**src/rtl/wsts_pkg.sv**
```systemverilog
// ----------------------------------------------------------------------------
// wsts_pkg - shared types and constants of the weighted sum-tree sampler
// Field widths, command and status codes, controller states, the command and
// status structs between controller and datapath, and elaboration helpers.
// ----------------------------------------------------------------------------
package wsts_pkg;

	// default tree shape
	localparam int BRANCHING_DEF = 4;
	localparam int LEVELS_DEF    = 3;

	// field widths
	localparam int W_W   = 32;  // leaf weight, unsigned Q16.16
	localparam int SUM_W = 38;  // node sums and draw
	localparam int IDX_W = 6;   // reported leaf index
	localparam int ST_W  = 2;   // status code

	// command codes
	localparam logic CMD_APPEND = 1'b0;
	localparam logic CMD_SELECT = 1'b1;

	// status codes
	localparam logic [ST_W-1:0] ST_OK        = 2'd0;
	localparam logic [ST_W-1:0] ST_NOT_FOUND = 2'd1;
	localparam logic [ST_W-1:0] ST_OVERFLOW  = 2'd2;

	typedef enum logic [2:0] {
		S_IDLE,
		S_APP_RD,
		S_APP_WR,
		S_SEL_RD,
		S_SEL_CMP,
		S_FIN
	} state_t;

	// controller -> datapath
	typedef struct packed {
		logic load;      // latch accepted word, reset walk
		logic app_step;  // append: read next node on the path, descend
		logic app_wr;    // append: write updated node sum
		logic leaf_wr;   // append: store leaf, bump count and root
		logic sel_cmp;   // select: compare draw with child sum
		logic res_load;  // move result into output register
	} ctl_t;

	// datapath -> controller
	typedef struct packed {
		logic full;
		logic last_lvl;
		logic last_child;
		logic hit;
	} sts_t;

	function automatic int ipow(input int b, input int e);
		int r;
		r = 1;
		for (int i = 0; i < e; i++) begin
			r = r * b;
		end
		return r;
	endfunction

	// address width for a store of n entries, at least one bit
	function automatic int aw(input int n);
		int r;
		r = (n > 1) ? $clog2(n) : 1;
		return r;
	endfunction

endpackage

```
**src/rtl/wsts_ram.sv**
```systemverilog
// ----------------------------------------------------------------------------
// wsts_ram - generic simple dual-port RAM
// One write port, one read port, read data registered. No reset.
// ----------------------------------------------------------------------------
module wsts_ram #(
	parameter int WIDTH = 32,
	parameter int DEPTH = 64,
	parameter int AW    = 6
) (
	input  logic             clk,
	input  logic             we,
	input  logic [AW-1:0]    waddr,
	input  logic [WIDTH-1:0] wdata,
	input  logic [AW-1:0]    raddr,
	output logic [WIDTH-1:0] rdata
);

	logic [WIDTH-1:0] mem_q [DEPTH];
	logic [WIDTH-1:0] rdata_q;

	always_ff @(posedge clk) begin
		if (we) begin
			mem_q[waddr] <= wdata;
		end
		rdata_q <= mem_q[raddr];
	end

	assign rdata = rdata_q;

endmodule

```
**src/rtl/wsts_ctrl.sv**
```systemverilog
// ----------------------------------------------------------------------------
// wsts_ctrl - sequencing controller of the sum-tree sampler
// Walks one command word at a time through append or select steps and owns
// the output-register handshake.
// ----------------------------------------------------------------------------
module wsts_ctrl (
	input  logic            clk,
	input  logic            arst_n,
	input  logic            cmd_valid,
	output logic            cmd_ready,
	input  logic            command,
	output logic            res_valid,
	input  logic            res_ready,
	input  wsts_pkg::sts_t  sts,
	output wsts_pkg::ctl_t  ctl
);
	import wsts_pkg::*;

	state_t state_q, state_d;
	logic   res_valid_q;
	logic   res_free;

	assign res_free = !res_valid_q || res_ready;

	always_ff @(posedge clk or negedge arst_n) begin
		if (!arst_n) begin
			state_q     <= S_IDLE;
			res_valid_q <= 1'b0;
		end else begin
			state_q <= state_d;
			if (ctl.res_load) begin
				res_valid_q <= 1'b1;
			end else if (res_ready) begin
				res_valid_q <= 1'b0;
			end
		end
	end

	always_comb begin
		state_d   = state_q;
		ctl       = '0;
		cmd_ready = 1'b0;
		case (state_q)
			S_IDLE: begin
				cmd_ready = 1'b1;
				if (cmd_valid) begin
					ctl.load = 1'b1;
					if (command == CMD_SELECT) begin
						state_d = S_SEL_RD;
					end else if (sts.full) begin
						state_d = S_FIN;
					end else begin
						state_d = S_APP_RD;
					end
				end
			end
			S_APP_RD: begin
				if (sts.last_lvl) begin
					ctl.leaf_wr = 1'b1;
					state_d     = S_FIN;
				end else begin
					ctl.app_step = 1'b1;
					state_d      = S_APP_WR;
				end
			end
			S_APP_WR: begin
				ctl.app_wr = 1'b1;
				state_d    = S_APP_RD;
			end
			S_SEL_RD: begin
				state_d = S_SEL_CMP;
			end
			S_SEL_CMP: begin
				ctl.sel_cmp = 1'b1;
				if (sts.hit) begin
					state_d = sts.last_lvl ? S_FIN : S_SEL_RD;
				end else begin
					state_d = sts.last_child ? S_FIN : S_SEL_RD;
				end
			end
			S_FIN: begin
				if (res_free) begin
					ctl.res_load = 1'b1;
					state_d      = S_IDLE;
				end
			end
			default: begin
				state_d = S_IDLE;
			end
		endcase
	end

	assign res_valid = res_valid_q;

	a_load_sets_valid: assert property (@(posedge clk) disable iff (!arst_n)
		ctl.res_load |=> res_valid_q)
		else $error("result not presented after load");

	a_fin_waits: assert property (@(posedge clk) disable iff (!arst_n)
		(state_q == S_FIN) && !res_free |=> (state_q == S_FIN))
		else $error("left finish while output register busy");

	a_accept_leaves_idle: assert property (@(posedge clk) disable iff (!arst_n)
		cmd_valid && cmd_ready |=> (state_q != S_IDLE))
		else $error("accepted word did not start work");

endmodule

```
**src/rtl/wsts_dp.sv**
```systemverilog
// ----------------------------------------------------------------------------
// wsts_dp - datapath of the sum-tree sampler
// Leaf weight RAM, node sum RAM, root total, leaf count with base-B digits,
// walk registers and the output register.
// ----------------------------------------------------------------------------
module wsts_dp #(
	parameter int BRANCHING = wsts_pkg::BRANCHING_DEF,
	parameter int LEVELS    = wsts_pkg::LEVELS_DEF
) (
	input  logic                       clk,
	input  logic                       arst_n,
	input  logic                       command,
	input  logic [wsts_pkg::W_W-1:0]   weight,
	input  logic [wsts_pkg::SUM_W-1:0] draw,
	input  wsts_pkg::ctl_t             ctl,
	output wsts_pkg::sts_t             sts,
	output logic [wsts_pkg::IDX_W-1:0] leaf_index,
	output logic [wsts_pkg::ST_W-1:0]  status,
	output logic                       full_res,
	output logic [wsts_pkg::SUM_W-1:0] total
);
	import wsts_pkg::*;

	localparam int LEAF_CAP = ipow(BRANCHING, LEVELS);
	localparam int NODE_CAP = (LEAF_CAP - 1) / (BRANCHING - 1);
	localparam int CNT_W    = $clog2(LEAF_CAP + 1);
	localparam int LEAF_AW  = aw(LEAF_CAP);
	localparam int NODE_AW  = aw(NODE_CAP);
	localparam int CH_W     = $clog2(BRANCHING);
	localparam int DEP_W    = aw(LEVELS);
	localparam int NXW      = NODE_AW + CH_W + 2;

	// walk state
	logic             cmd_q;
	logic [W_W-1:0]   w_q;
	logic [SUM_W-1:0] r_q;
	logic [DEP_W-1:0] depth_q;
	logic [CH_W-1:0]  child_q;
	logic [NODE_AW-1:0] node_q;
	logic [CNT_W-1:0] cbase_q;   // first leaf under the current child

	// tree bookkeeping
	logic [SUM_W-1:0] total_q;
	logic [CNT_W-1:0] count_q;
	logic [CH_W-1:0]  digit_q [LEVELS];

	// pending result
	logic [CNT_W-1:0] res_idx_q;
	logic [ST_W-1:0]  res_st_q;

	// output register
	logic [IDX_W-1:0] leaf_index_q;
	logic [ST_W-1:0]  status_q;
	logic             full_res_q;
	logic [SUM_W-1:0] total_out_q;

	logic               full;
	logic               last_lvl;
	logic               last_child;
	logic [CH_W-1:0]    dsel;
	logic               fresh;
	logic [CNT_W-1:0]   span;
	logic [NXW-1:0]     nxt_full;
	logic [NXW-1:0]     selc_full;
	logic [NODE_AW-1:0] node_raddr;
	logic [SUM_W-1:0]   node_rd;
	logic [W_W-1:0]     leaf_rd;
	logic [SUM_W-1:0]   node_wdata;
	logic [SUM_W-1:0]   s;
	logic               hit;
	logic [CNT_W+IDX_W-1:0] idx_ext;

	assign full       = (count_q == CNT_W'(LEAF_CAP));
	assign last_lvl   = (depth_q == DEP_W'(LEVELS - 1));
	assign last_child = (child_q == CH_W'(BRANCHING - 1));

	// path digit at this depth, node freshness, child span
	always_comb begin
		dsel  = '0;
		fresh = 1'b1;
		span  = '0;
		for (int i = 0; i < LEVELS; i++) begin
			if (depth_q == DEP_W'(i)) begin
				dsel = digit_q[i];
				span = CNT_W'(ipow(BRANCHING, LEVELS - 1 - i));
			end
			if ((DEP_W'(i) >= depth_q) && (digit_q[i] != '0)) begin
				fresh = 1'b0;
			end
		end
	end

	assign nxt_full  = NXW'(node_q) * NXW'(BRANCHING) + NXW'(1) + NXW'(dsel);
	assign selc_full = NXW'(node_q) * NXW'(BRANCHING) + NXW'(1) + NXW'(child_q);
	assign node_raddr = (cmd_q == CMD_APPEND) ? nxt_full[NODE_AW-1:0]
	                                          : selc_full[NODE_AW-1:0];

	// a node first touched by this append starts from zero
	assign node_wdata = (fresh ? '0 : node_rd) + SUM_W'(w_q);

	// children at or beyond the fill count hold no weight yet
	always_comb begin
		if (cbase_q >= count_q) begin
			s = '0;
		end else if (last_lvl) begin
			s = SUM_W'(leaf_rd);
		end else begin
			s = node_rd;
		end
	end
	assign hit = r_q < s;

	wsts_ram #(
		.WIDTH (W_W),
		.DEPTH (LEAF_CAP),
		.AW    (LEAF_AW)
	) u_leaf_ram (
		.clk   (clk),
		.we    (ctl.leaf_wr),
		.waddr (count_q[LEAF_AW-1:0]),
		.wdata (w_q),
		.raddr (cbase_q[LEAF_AW-1:0]),
		.rdata (leaf_rd)
	);

	wsts_ram #(
		.WIDTH (SUM_W),
		.DEPTH (NODE_CAP),
		.AW    (NODE_AW)
	) u_node_ram (
		.clk   (clk),
		.we    (ctl.app_wr),
		.waddr (node_q),
		.wdata (node_wdata),
		.raddr (node_raddr),
		.rdata (node_rd)
	);

	// control state
	always_ff @(posedge clk or negedge arst_n) begin
		if (!arst_n) begin
			total_q <= '0;
			count_q <= '0;
			for (int i = 0; i < LEVELS; i++) begin
				digit_q[i] <= '0;
			end
		end else if (ctl.leaf_wr) begin
			total_q <= total_q + SUM_W'(w_q);
			count_q <= count_q + CNT_W'(1);
			// base-B increment, least significant digit is the deepest
			begin
				logic carry;
				carry = 1'b1;
				for (int j = LEVELS - 1; j >= 0; j--) begin
					if (carry) begin
						if (digit_q[j] == CH_W'(BRANCHING - 1)) begin
							digit_q[j] <= '0;
						end else begin
							digit_q[j] <= digit_q[j] + CH_W'(1);
							carry = 1'b0;
						end
					end
				end
			end
		end
	end

	// walk and result payload
	always_ff @(posedge clk) begin
		if (ctl.load) begin
			cmd_q   <= command;
			w_q     <= weight;
			r_q     <= draw;
			depth_q <= '0;
			child_q <= '0;
			node_q  <= '0;
			cbase_q <= '0;
			if ((command == CMD_APPEND) && full) begin
				res_idx_q <= '0;
				res_st_q  <= ST_OVERFLOW;
			end
		end
		if (ctl.app_step) begin
			node_q  <= nxt_full[NODE_AW-1:0];
			depth_q <= depth_q + DEP_W'(1);
		end
		if (ctl.leaf_wr) begin
			res_idx_q <= count_q;
			res_st_q  <= ST_OK;
		end
		if (ctl.sel_cmp) begin
			if (hit) begin
				if (last_lvl) begin
					res_idx_q <= cbase_q;
					res_st_q  <= ST_OK;
				end else begin
					node_q  <= selc_full[NODE_AW-1:0];
					depth_q <= depth_q + DEP_W'(1);
					child_q <= '0;
				end
			end else begin
				r_q     <= r_q - s;
				cbase_q <= cbase_q + span;
				child_q <= child_q + CH_W'(1);
				if (last_child) begin
					res_idx_q <= '0;
					res_st_q  <= ST_NOT_FOUND;
				end
			end
		end
	end

	assign idx_ext = (CNT_W + IDX_W)'(res_idx_q);

	always_ff @(posedge clk) begin
		if (ctl.res_load) begin
			leaf_index_q <= idx_ext[IDX_W-1:0];
			status_q     <= res_st_q;
			full_res_q   <= full;
			total_out_q  <= total_q;
		end
	end

	assign sts.full       = full;
	assign sts.last_lvl   = last_lvl;
	assign sts.last_child = last_child;
	assign sts.hit        = hit;

	assign leaf_index = leaf_index_q;
	assign status     = status_q;
	assign full_res   = full_res_q;
	assign total      = total_out_q;

	a_count_bound: assert property (@(posedge clk) disable iff (!arst_n)
		count_q <= CNT_W'(LEAF_CAP))
		else $error("leaf count beyond capacity");

	a_no_store_when_full: assert property (@(posedge clk) disable iff (!arst_n)
		ctl.leaf_wr |-> !full)
		else $error("leaf stored into a full tree");

	a_hit_inside_fill: assert property (@(posedge clk) disable iff (!arst_n)
		ctl.sel_cmp && hit |-> (cbase_q < count_q))
		else $error("select hit an unfilled child");

endmodule

```
**src/rtl/weighted_sum_tree_sampler_unit.sv**
```systemverilog
// ----------------------------------------------------------------------------
// weighted_sum_tree_sampler_unit - k-ary sum tree for weighted event choice
// Top level: command word in, one result word out per command.
// ----------------------------------------------------------------------------
// Keeps up to BRANCHING**LEVELS leaf weights (unsigned Q16.16) and the partial
// sums of a complete BRANCHING-ary tree over them. An append (command 0)
// stores the next leaf and adds its weight to every sum on its path; a full
// tree answers status 2 and changes nothing. A select (command 1) walks from
// the root, subtracting child sums from the draw until the draw falls below a
// child, and returns that leaf; a draw not below the total answers status 1.
// Every result carries the full flag and root total after the command. Words
// are handled one at a time, and the next word is taken the cycle after the
// result is registered. The pace is set by the node-sum RAM: one read port
// with registered data, so each child on a select takes a read and a
// compare, and each node below the root on an append a read and a write,
// plus a last step to store the leaf and bump the root total. The output
// register frees the input side while a result waits. Both RAMs start
// undefined; nothing needs clearing after reset because a node or leaf
// whose first leaf lies at or beyond the fill count is read as zero and a
// node is written from zero on its first append.
// ----------------------------------------------------------------------------
module weighted_sum_tree_sampler_unit #(
	parameter int BRANCHING = wsts_pkg::BRANCHING_DEF,
	parameter int LEVELS    = wsts_pkg::LEVELS_DEF
) (
	input  logic                       clk,
	input  logic                       arst_n,
	// command channel
	input  logic                       cmd_valid,
	output logic                       cmd_ready,
	input  logic                       command,
	input  logic [wsts_pkg::W_W-1:0]   weight,
	input  logic [wsts_pkg::SUM_W-1:0] draw,
	// result channel
	output logic                       res_valid,
	input  logic                       res_ready,
	output logic [wsts_pkg::IDX_W-1:0] leaf_index,
	output logic [wsts_pkg::ST_W-1:0]  status,
	output logic                       full_res,
	output logic [wsts_pkg::SUM_W-1:0] total
);
	import wsts_pkg::*;

	ctl_t ctl;  // step commands, controller to datapath
	sts_t sts;  // walk status, datapath to controller

	// sequencer: one word in flight, result handshake
	wsts_ctrl u_ctrl (
		.clk       (clk),
		.arst_n    (arst_n),
		.cmd_valid (cmd_valid),
		.cmd_ready (cmd_ready),
		.command   (command),
		.res_valid (res_valid),
		.res_ready (res_ready),
		.sts       (sts),
		.ctl       (ctl)
	);

	// storage, sums, walk registers and output register
	wsts_dp #(
		.BRANCHING (BRANCHING),
		.LEVELS    (LEVELS)
	) u_dp (
		.clk        (clk),
		.arst_n     (arst_n),
		.command    (command),
		.weight     (weight),
		.draw       (draw),
		.ctl        (ctl),
		.sts        (sts),
		.leaf_index (leaf_index),
		.status     (status),
		.full_res   (full_res),
		.total      (total)
	);

endmodule
```
**config.mk**
```make
export PLATFORM = sky130hd
export DESIGN_NAME = weighted_sum_tree_sampler_unit
export DESIGN_NICKNAME = d
export VERILOG_FILES = /design/src/rtl/wsts_pkg.sv /design/src/rtl/wsts_ram.sv /design/src/rtl/wsts_ctrl.sv /design/src/rtl/wsts_dp.sv /design/src/rtl/weighted_sum_tree_sampler_unit.sv
export SDC_FILE = /design/constraint.sdc
export NUM_CORES = 2
export LEC_CHECK = 0
export BUFFER_PORTS_ARGS = -buffer_cell sky130_fd_sc_hd__buf_2
export CAP_MARGIN = 20
export CORE_ASPECT_RATIO = 1.5
export CORE_MARGIN = 3
export CORE_UTILIZATION = 63
export DETAILED_ROUTE_END_ITERATION = 12
export PLACE_DENSITY = 0.85
export SYNTH_ARGS = -nofsm -noshare
export SYNTH_HDL_FRONTEND = slang
export SYNTH_HIERARCHICAL = 1
export SYNTH_SLANG_ARGS = --single-unit
```
**constraint.sdc**
```tcl
create_clock -name clk -period 5.86 [get_ports clk]
set_input_delay 0 -clock clk [delete_from_list [all_inputs] [get_ports clk]]
set_output_delay 0 -clock clk [all_outputs]
set_load 0.005 [all_outputs]
```
==> results.md <==
* Status: finished clean
* H-tree Lvls at 5
* Worst Hold Path EP: u_dp/r_q[37]
* Reg2reg setup slack at 0.34 ns
* Global-route wire length before repair at 546000 um
* GRT met3 Usage at 0.119
* Hold slack at 0.0138 ns
* Grt ovf at 0
* Row count at 199
* Worst slack, placed at 0.397 ns
* Gr busiest metal: met2
* Syn_nets at 6751
* RSZ-0062 raised after global routing: no
* Min-delay src: draw[37]
* CTS tree: yes
* Final Hold Fails at 0
* Critical path required time at around 6.6 ns
* Post-synthesis cell type count at slightly above 80
* Met1 GRT Util at 0.444
* Most common cell after layout, fill and taps aside: edfxtp_1
* Routed WL at around 390000 um
* Min Tclk post-route at 5.52 ns
* Setup tns final at 0 ns
* Arrival @ worst endpoint at 6.28 ns
* Tightest Pin Transition at 1.25 ns
* CP Max Fanout at 46
* Syn avg cell area at between 15 and 20 um^2
* Max Fclk at 181 MHz
* Power, Total at 74.2 mW
* Starting Density at 0.634
* Setup crit end kind: register
* HP Class: input port to register
* Total global-route track usage at 0.385
* FILL cells at 10.5k
* Vias in the first global route at 73.0k
* CP max-delay cell: dlygate4sd3_1
* Clk pin slew, worst setup/hold paths at 0.07 ns
* Drt drc at 0
* Power Density at about 530 nW/um^2
* Reg-to-reg endpoint: u_dp/r_q[29]
* Reg-to-reg critical path startpoint: u_dp/cbase_q[0]
* Async S/R FF share, synth at 0.0177
* Post-synth EDFFs at 2926
* Via count at 72.5k
* CTS sink count at 3113
* Maximum buffer depth of the clock tree at 4
* Pin count of the biggest net entering global routing at ~140
* Synth Instances at 6545
* Port bufs at 123
* Yosys reg bits at approximately 3.1k
* Relative slew slack at 0.158
* Share of layout cells above drive strength 1 at 0.230
* Final worst slack at ~0.34 ns
* RePlAce Congestion at 0.962
* Initial drt markers at 12.4k
* Clock Latency Late Sink at 0.89 ns
* Die area at ~200000 um^2
* Fin util at 0.718
* CORE AREA at slightly below 200000 um^2
* ANT nets after route at 0
* Crit-path max cell delay at 0.62 ns
* Setup Skew at 0.0856 ns
* Max VDD drop at ~0.48 mV
* Startpoint Class: register
* Synth warn at 6
* Tcrit/Tclk final at 0.943
* Max-slew violations at 0
* Final setup vio count at 0
* Setup Crit Path Kind: register to register
* Cell count of the worst hold path at 5
* Critical path's most frequent cell: a21o_1
* HPWL after DPL at 213000 um
* Max-cap violations at 0
* Clock root buffer: clkbuf_16
* I/O pin cnt at 124
* Post-CTS Setup Bufs at 0
* Vias per std cell at 7.30
* Leak pwr at 46.7 nW
* Nets at 7288
* Post-DR wirelength/cell at between 30 and 40 um
* Commonest non-fill, non-tap cells in the layout: edfxtp_1, mux4_2, mux2i_1
* Worst path cell trace: inv_1 -> ha_1 -> nand2b_1 -> a21o_1 -> a21o_1 -> a21o_1 -> a21o_1 -> a21o_1 -> a21oi_2 -> buf_4 -> nand2_1 -> ha_1 -> and2_4 -> a221o_1 -> o31a_1 -> o21ai_1 -> a21oi_2 -> nor3_4 -> nor2b_4 -> buf_12 -> a211oi_1 -> dlygate4sd3_1 -> a21oi_1
* Die height at between 500 and 600 um
* Met2 usage at 0.600
* Die X at 369 um
* Synthesized cell area at 124000 um^2
* Cts bufs inserted at 282
* P&R area growth vs syn at 13.2%
* Worst r2r path cells at 23
* Seq/Total Area, Yosys at 0.739
* DRT Pass-1 Iters at 8
* Initial antenna violation count at a little over 40
* Top_reg_cell synth: edfxtp_1
==> worst max-delay path: cells and delay by family (launching register included) <==
family          cells  cell delay [ns]
compound gates     12             2.32
buf+inv             4             1.16
simple gates        5             0.90
fa+ha+maj           2             0.66
flops               1             0.36
==> cells in the mapped netlist, types with 15 or more instances <==
master,n,share of area
a211oi_1,24,0.0014
a21o_1,56,0.0034
a21oi_1,229,0.0092
a22oi_1,134,0.0081
a31oi_1,20,0.0010
and2_1,42,0.0021
and3_1,19,0.00096
buf_1,39,0.0012
buf_2,91,0.0037
buf_4,51,0.0031
buf_6,17,0.0015
clkbuf_1,145,0.0044
dfrtp_1,55,0.011
dfxtp_1,132,0.021
edfxtp_1,2926,0.71
ha_1,128,0.013
inv_1,55,0.0017
mux2_2,102,0.0092
mux2i_1,426,0.034
mux4_2,582,0.11
nand2_1,241,0.0073
nand2b_1,24,0.0012
nand3_1,151,0.0061
nand4_1,18,0.00091
nor2_1,234,0.0071
nor2b_1,53,0.0027
nor3_1,30,0.0012
o21a_1,15,0.00091
o21ai_0,76,0.0031
o21bai_1,17,0.0010
o221ai_1,32,0.0023
o22ai_1,86,0.0043
xnor2_1,69,0.0049
xor2_1,37,0.0026
==> kinds of logic (layout without fill, tap and decap cells) <==
family | count (synthesis) | count (layout) | synth area share
flip-flops | 3113 | 3113 | 0.739
multiplexers | 1110 | 1110 | 0.149
AND/OR/NAND/NOR | 889 | 889 | 0.0341
AO/OA/AOI/OAI | 797 | 797 | 0.0421
buffers and inverters | 399 | 1152 | 0.0155
adder cells (fa/ha/maj) | 131 | 131 | 0.0134
XOR/XNOR | 106 | 106 | 0.00746
other | 0 | 23 | 0
==> routing by layer <==
layer  share of wire  vias to the layer above
met5         0.00096                        -
met4            0.11                       34
met3            0.13                     1838
met2            0.47                     6826
met1            0.29                    36100
li1                -                    27700
==> registers in the layout, indices dropped and copies added, names as in the netlist, 7 cells and up <==
name	flops
u_dp/cbase_q	7
u_dp/u_leaf_ram/mem_q	2048
u_dp/total_q	38
u_dp/count_q	7
u_dp/u_node_ram/rdata	38
u_dp/u_leaf_ram/rdata	32
u_dp/r_q	38
u_dp/w_q	32
u_dp/total	38
u_dp/u_node_ram/mem_q	798
==> layout make-up <==
type	count	area [um^2]	area share
Tap cell	2613	3270	0.0232
Multi-Input combinational cell	3033	31400	0.223
Inverter	55	206	0.00147
Antenna cell	23	57.6	0.000409
Timing Repair Buffer	597	4890	0.0347
Clock buffer	347	7550	0.0536
Clock inverter	153	1570	0.0112
Sequential cell	3113	91900	0.653
==> power breakdown <==
part	internal [mW]	leakage, nW	switching [mW]
combinational	9.31	14.1	16.5
clock	10.4	4.45	8.39
sequential	28.4	28.1	1.18
total	48.1	46.7	26.0
==> metrics by stage <==
step | cells | area, um^2
2_1_floorplan | 6545 | 124000
3_3_place_gp | 9230 | 130000
3_5_place_dp | 9233 | 130000
4_1_cts | 9896 | 141000
5_1_grt | 9920 | 141000
6_report | 9934 | 141000
==> how the worst max path moves through the flow <==
| stage | depth (start not counted) | startpoint | to | slack (ns) |
|---|---|---|---|---|
| 4_1_cts | 24 | u_dp/cbase_q[0] | u_dp/r_q[9] | 0.24 |
| 3_5_place_dp | 16 | u_dp/depth_q[1] | u_dp/u_node_ram/mem_q[16][18] | 0.40 |
| 2_1_floorplan | 5 | u_ctrl/state_q[2] | u_dp/u_node_ram/mem_q[16][0] | 1.22 |
| 5_1_grt | 23 | u_dp/cbase_q[0] | u_dp/r_q[29] | 0.02 |
| 3_3_place_gp | 16 | u_dp/depth_q[1] | u_dp/u_node_ram/mem_q[4][18] | 0.64 |
| 6_report | 23 | u_dp/cbase_q[0] | u_dp/r_q[29] | 0.34 |
==> repair_timing <==
item,CTS,global route
setup endpoints to repair,0,9
hold buffers,163,0
hold endpoints to repair,150,0
resized for setup,0,3
No activity file was read; power rests on OpenSTA's default activity.
